File: src/design/tls_pkg.sv
// shared types, register codes and reset values for the threshold laplacian sharpener
`default_nettype none

package tls_pkg;

  localparam int DEF_MAX_WIDTH  = 2048;
  localparam int DEF_MAX_HEIGHT = 2048;

  localparam int CFG_IDX_W  = 3;
  localparam int CFG_DATA_W = 12;

  // register indexes on the configuration port
  localparam logic [CFG_IDX_W-1:0] REG_FRAME_WIDTH    = 3'd0;
  localparam logic [CFG_IDX_W-1:0] REG_FRAME_HEIGHT   = 3'd1;
  localparam logic [CFG_IDX_W-1:0] REG_SHIFT_LEVEL    = 3'd2;
  localparam logic [CFG_IDX_W-1:0] REG_EDGE_THRESHOLD = 3'd3;
  localparam logic [CFG_IDX_W-1:0] REG_COLOR_MODE     = 3'd4;

  localparam logic [11:0] RST_FRAME_WIDTH    = 12'd640;
  localparam logic [11:0] RST_FRAME_HEIGHT   = 12'd480;
  localparam logic [2:0]  RST_SHIFT_LEVEL    = 3'd4;
  localparam logic [10:0] RST_EDGE_THRESHOLD = 11'd50;
  localparam logic        RST_COLOR_MODE     = 1'b0;

  typedef logic [7:0] pix_t;

  typedef struct packed {
    pix_t a;
    pix_t b;
    pix_t c;
  } rgb_t;

  typedef struct packed {
    logic [7:0] chan_a;
    logic [7:0] chan_b;
    logic [7:0] chan_c;
    logic       flush_item;
  } in_item_t;

  typedef struct packed {
    logic [7:0] res_a;
    logic [7:0] res_b;
    logic [7:0] res_c;
    logic       frame_end;
  } out_item_t;

  typedef struct packed {
    logic [CFG_IDX_W-1:0]  index;
    logic [CFG_DATA_W-1:0] data;
  } cfg_req_t;

  // filter settings handed to each channel unit
  typedef struct packed {
    logic [10:0] edge_threshold;
    logic [2:0]  shift_level;
  } sharp_cfg_t;

endpackage

`default_nettype wire

File: src/design/tls_chan.sv
// thresholded laplacian sharpening of one 8-bit channel
`default_nettype none

module tls_chan (
  input  wire logic [7:0][7:0]    nbr,
  input  wire tls_pkg::pix_t      centre,
  input  wire tls_pkg::sharp_cfg_t cfg,
  output tls_pkg::pix_t           res
);
  import tls_pkg::*;

  logic [10:0]        nsum;
  logic signed [11:0] esum;
  logic [11:0]        mag_full;
  logic [10:0]        mag;
  logic signed [11:0] q;
  logic signed [12:0] v;
  pix_t               clamped;

  always_comb begin
    nsum = '0;
    for (int k = 0; k < 8; k++) begin
      nsum = nsum + 11'(nbr[k]);
    end
  end

  // neighbours minus eight times the centre
  assign esum     = signed'({1'b0, nsum}) - signed'({1'b0, centre, 3'b000});
  assign mag_full = esum[11] ? 12'(-esum) : 12'(esum);
  assign mag      = mag_full[10:0];
  assign q        = esum >>> cfg.shift_level;
  assign v        = signed'({5'b0, centre}) - signed'({q[11], q});

  always_comb begin
    if (v[12]) begin
      clamped = '0;
    end else if (v > 13'sd255) begin
      clamped = 8'hFF;
    end else begin
      clamped = v[7:0];
    end
  end

  assign res = (mag > cfg.edge_threshold) ? clamped : centre;

endmodule

`default_nettype wire

File: config.mk
export PLATFORM = sky130hd
export DESIGN_NAME = tls_chan
export DESIGN_NICKNAME = d
export VERILOG_FILES = /design/src/design/tls_pkg.sv /design/src/design/tls_chan.sv
export SDC_FILE = /design/constraint.sdc
export NUM_CORES = 1
export LEC_CHECK = 0
export ABC_AREA = 1
export BUFFER_PORTS_ARGS = -buffer_cell sky130_fd_sc_hd__buf_2
export CAP_MARGIN = 40
export CORE_MARGIN = 1
export CORE_UTILIZATION = 51
export DETAILED_ROUTE_END_ITERATION = 8
export PLACE_DENSITY = 0.8
export SETUP_SLACK_MARGIN = 0.02
export SYNTH_ARGS = -nofsm -noshare
export SYNTH_HDL_FRONTEND = slang
export SYNTH_SLANG_ARGS = --single-unit
File: constraint.sdc
create_clock -name vclk -period 5.2
set_clock_uncertainty 0.15 [all_clocks]
set_input_delay 0 -clock vclk [all_inputs]
set_output_delay 0 -clock vclk [all_outputs]
set_load 0.03 [all_outputs]
; ---- Word level (Yosys, flattened, before mapping)
; Index checks and enable logic that the tools add are counted.
[op_classes]
addsub = 10
n_lt_le_gt_ge = 2
n_shift = 1
mux = 4
[ops]
columns = op, n
row1 = $add A11 B8 Y11, 4
row2 = $mux W8, 3
row3 = $gt A13 B9 Y1 const B, 1
row4 = $sub A9 B12 Y13, 1
row5 = $sshr A12 B3 Y12, 1
row6 = $sub A11 B11 Y12, 1
row7 = $add A10 B8 Y11, 1
row8 = $gt A11 B11 Y1, 1
row9 = $mux W11, 1
row10 = $neg A11 Y11, 1
row11 = $add A9 B8 Y10, 1
row12 = $add A8 B8 Y9, 1
[totals]
ff_bits = 0
input_bits = 86
wordCells = 17

; ---- Depth between registers and ports, before layout
[logic_depth]
depth_word = 14
ltp_mapped = 37

; ---- Worst setup path before layout
; No wires, ideal clock.
[synth_path]
path_kind = input -> output
startpoint = input nbr[18] (netlist bit)
endpoint = output res[7]
arrival_time_ns = 5.619
path_slack_ns = -0.569
stages = 34
path_buffers = 0
cell_sequence = fa_1 > fa_1 > fa_1 > fa_1 > ha_1 > inv_1 > fa_1 > inv_1 > nand2_1 > nand2_1 > nand2_1 > o211ai_1 > nand2_1 > o21ai_0 > nand2_1 > nand2_1 > inv_1 > o21ai_0 > inv_1 > ha_1 > nand2_1 > o21ai_0 > nand2_1 > o211ai_1 > a21o_1 > nand3_1 > nor2_1 > nor2_1 > nor2_2 > nand2_2 > nand2_4 > nand2_1 > nand2_1 > nand2_1
[synth_between]
elab_chain_cells = 13
[synth_rtl]
columns = item, line_no
row1 = "start, declared", tls_chan.sv:5  ; input wire logic [7:0][7:0] nbr,
row2 = $add A9 B8 Y10 *, tls_chan.sv:23  ; nsum = nsum + 11'(nbr[k]);
row3 = $add A10 B8 Y11 *, tls_chan.sv:23
row4 = $add A11 B8 Y11 * (4 in a row), tls_chan.sv:23
row5 = $sub A11 B11 Y12 *, tls_chan.sv:28  ; assign esum = signed'({1'b0, nsum}) - signed'({1'b0, centre, 3'b000});
row6 = $sshr A12 B3 Y12, tls_chan.sv:31  ; assign q = esum >>> cfg.shift_level;
row7 = $sub A9 B12 Y13, tls_chan.sv:32  ; assign v = signed'({5'b0, centre}) - signed'({q[11], q});
row8 = $gt A13 B9 Y1, tls_chan.sv:37  ; end else if (v > 13'sd255) begin
row9 = $mux W8, tls_chan.sv:37
row10 = $mux W8, tls_chan.sv:35  ; if (v[12]) begin
row11 = $mux W8 *, tls_chan.sv:44  ; assign res = (mag > cfg.edge_threshold) ? clamped : centre;
row12 = "end, declared", tls_chan.sv:8  ; output tls_pkg::pix_t res
; Mark *: on every way between the ends. The rest lies on a longest branch, timed or not.

; ---- Worst setup path after layout
[layout_path]
startpoint = input nbr[37] (netlist bit)
endpoint = output res[7]
[layout_between]
elab_chain_cells = 11
[layout_rtl]
columns = item, line_no
row1 = $add A11 B8 Y11 * (4 in a row), tls_chan.sv:23
row2 = $sub A11 B11 Y12 *, tls_chan.sv:28
row3 = $sshr A12 B3 Y12, tls_chan.sv:31
row4 = $sub A9 B12 Y13, tls_chan.sv:32
row5 = $gt A13 B9 Y1, tls_chan.sv:37
row6 = $mux W8, tls_chan.sv:37
row7 = $mux W8, tls_chan.sv:35
row8 = $mux W8 *, tls_chan.sv:44
; Marked as above.

==> results by group <==
STA
  • Highest achievable clock rate: 161.0 MHz
  • Transition time at the pin with the least slew margin: 0.3885 ns
  • Number of failing setup endpoints in the final timing report: 8
  • Final Worst Setup Slack: -1.010 ns
  • Max_slew headroom: 74.07%
  • Final worst path period share: 119.4%
  • Final max-slew violation count: 0
  • Total negative setup slack: -7.705 ns
  • Number of failing hold endpoints at the final stage: 0
  • RSZ-0062 raised after global routing: yes
  • Clock period minus worst slack: 6.210 ns

Floorplan
  • Vert. Die Dim: 83.24 um
  • Total die area: 0.006928 sq mm
  • Horizontal die dimension: 83.24 um
  • Number of top-level design ports: 94
  • Initial Util: 53.00%
  • Total number of placement rows: 29
  • Placeable core region: 0.006350 sq mm

Yosys
  • Combined area of all synthesized cells: 0.003366 sq mm
  • Count of cell types in the netlist: 34
  • Nets in the synthesized netlist: 669
  • Synth Area per Inst: 6.841 sq um
  • Sequential area share after synthesis: 0%
  • Yosys warnings: 0
  • Post-Syn Instances: 492

Finish
  • Clock Buffer Count: 0
  • Most frequent cells in the layout: inv_1 (112), nand2_1 (92), buf_4 (88)
  • Ratio of cells with drive above 1 in the final layout: 40.90%
  • Seq_cells: 0
  • Synth-to-layout area growth: 47.40%
  • Sequential cell area: 0 sq um
  • Fin cells: 747
  • NumNets Final: 849
  • Most common cell after layout, fill and taps aside: inv_1
  • Antenna Cells: 0
  • Fill count: 406
  • Final standard cell utilization of the core: 78.13%

GRT
  • Vias in the first global route: 4130
  • GRT Overall Usage: 30.00%
  • First-pass GRT wire length: 17.30 mm
  • Number of antenna violations at the first check in global routing: 0
  • Pin count of the biggest net entering global routing: 15
  • Congestion Overflow GR: 0

Setup path
  • Worst endpoint required time: 5.05 ns
  • Kind of cell with the highest combined delay on the critical path: adder cells
  • Top fanout value on the critical path: 6
  • Classification of the worst setup path: input port to primary output
  • Data arrival time at the worst-slack endpoint: 6.06 ns
  • Highest cell delay on the worst timing path: 0.56 ns
  • Top cell by count, worst path: fa_1
  • Crit path buf inv count: 7
  • Cell type of the slowest stage on the worst timing path: fa_1
  • Endpoint class of the critical path: primary output
  • Category of the worst setup path launch point: input port

Clocking
  • Hold Buf Count CTS: 0

Status
  • Violated checks: negative setup slack
  • Run status: complete, but fails checks

Drt
  • Number of vias per cell: 5.353
  • Number of nets still failing antenna checks after routing: 0
  • Number of search-and-repair iterations in the first detailed-routing pass: 5
  • Routed wire length: 10.84 mm
  • Number of DRC markers in iteration 0: 383
  • Wirelength per Cell: 14.52 um
  • Via count: 3999
  • DRC errors left: 0

Flow run
  • # Max-Cap Violations: 0

Place
  • Post-DP HPWL: 7.454 mm
  • Post-Place Worst Slack: -0.8691 ns
  • Routability congestion estimate from global placement: 0.9260
  • Post-placement cell count: 720
  • IO buf count: 94

Min path
  • Worst min path class: input port to primary output
[logic make-up after synthesis]
group	count (synthesis)	share of synthesized area [%]
xor+xnor	17	4.424
fa+ha+maj	91	45.65
buf+inv	134	15.20
compound gates	56	9.592
simple gates	194	25.13
[stage by stage]
stage               hold slack [ns]  instance area [sq um]
finish                       0.2023                   4961
floorplan                   0.02114                   3483
global route                 0.2226                   4961
detailed placement           0.2478                   4504
CTS                          0.2011                   4866
global placement             0.2436                   4504
[cell type report]
class	instances	area, sq um	area share, %
multi-input combinational	358	3166	63.81
timing repair buffer	184	1219	24.56
inverter	128	480.5	9.685
tap	77	96.34	1.942
[path summary, 6_finish.rpt]
check / start / to / depth (start not counted)
setup / recovery: nbr[37] / res[7] / 34
hold / removal: centre[0] / res[0] / 4
[repair_timing]
item                                    CTS  global route
pin swaps                                58            13
endpoints found under the setup margin    8             8
gates resized for setup                  62            15
buffers inserted                         24             3
[synth_stat cells]
| master | instances | area share [%] |
|---|---|---|
| a21oi_2 | 1 | 0.26 |
| nand2_1 | 118 | 13 |
| o21ai_0 | 22 | 3.3 |
| nand3b_1 | 1 | 0.22 |
| fa_1 | 53 | 32 |
| a21oi_4 | 1 | 0.48 |
| nand3_2 | 5 | 1.5 |
| nand2_4 | 1 | 0.33 |
| o211ai_1 | 4 | 0.89 |
| o2111ai_1 | 1 | 0.26 |
| a21boi_0 | 1 | 0.22 |
| nand3_1 | 29 | 4.3 |
| or2_1 | 1 | 0.19 |
| clkinv_1 | 1 | 0.11 |
| o21ai_1 | 2 | 0.30 |
| a31oi_1 | 4 | 0.74 |
| nand4_1 | 4 | 0.74 |
| a21oi_1 | 18 | 2.7 |
| xor2_1 | 14 | 3.6 |
| nand2_2 | 4 | 0.74 |
| xnor2_1 | 3 | 0.78 |
| buf_6 | 1 | 0.33 |
| nor2_1 | 23 | 2.6 |
| a21o_1 | 1 | 0.22 |
| buf_2 | 1 | 0.15 |
| ha_1 | 38 | 14 |
| inv_1 | 125 | 14 |
| inv_2 | 2 | 0.22 |
| o21ai_2 | 1 | 0.26 |
| or2_2 | 1 | 0.19 |
| nor2_2 | 3 | 0.56 |
| nor3_1 | 3 | 0.45 |
| and3_1 | 1 | 0.19 |
| clkbuf_1 | 4 | 0.45 |
[layer usage]
layer	GRT usage [%]	share of wire [%]	routed length (um)
met5	0	0	0
met1	31.66	34	3710
met3	4.076	7.9	853
met4	15.99	6.5	710
met2	57.08	51	5569
Power is left out: the tool's default activity adds up to more than one toggle a clock period on the data nets, which glitch-free logic cannot reach.
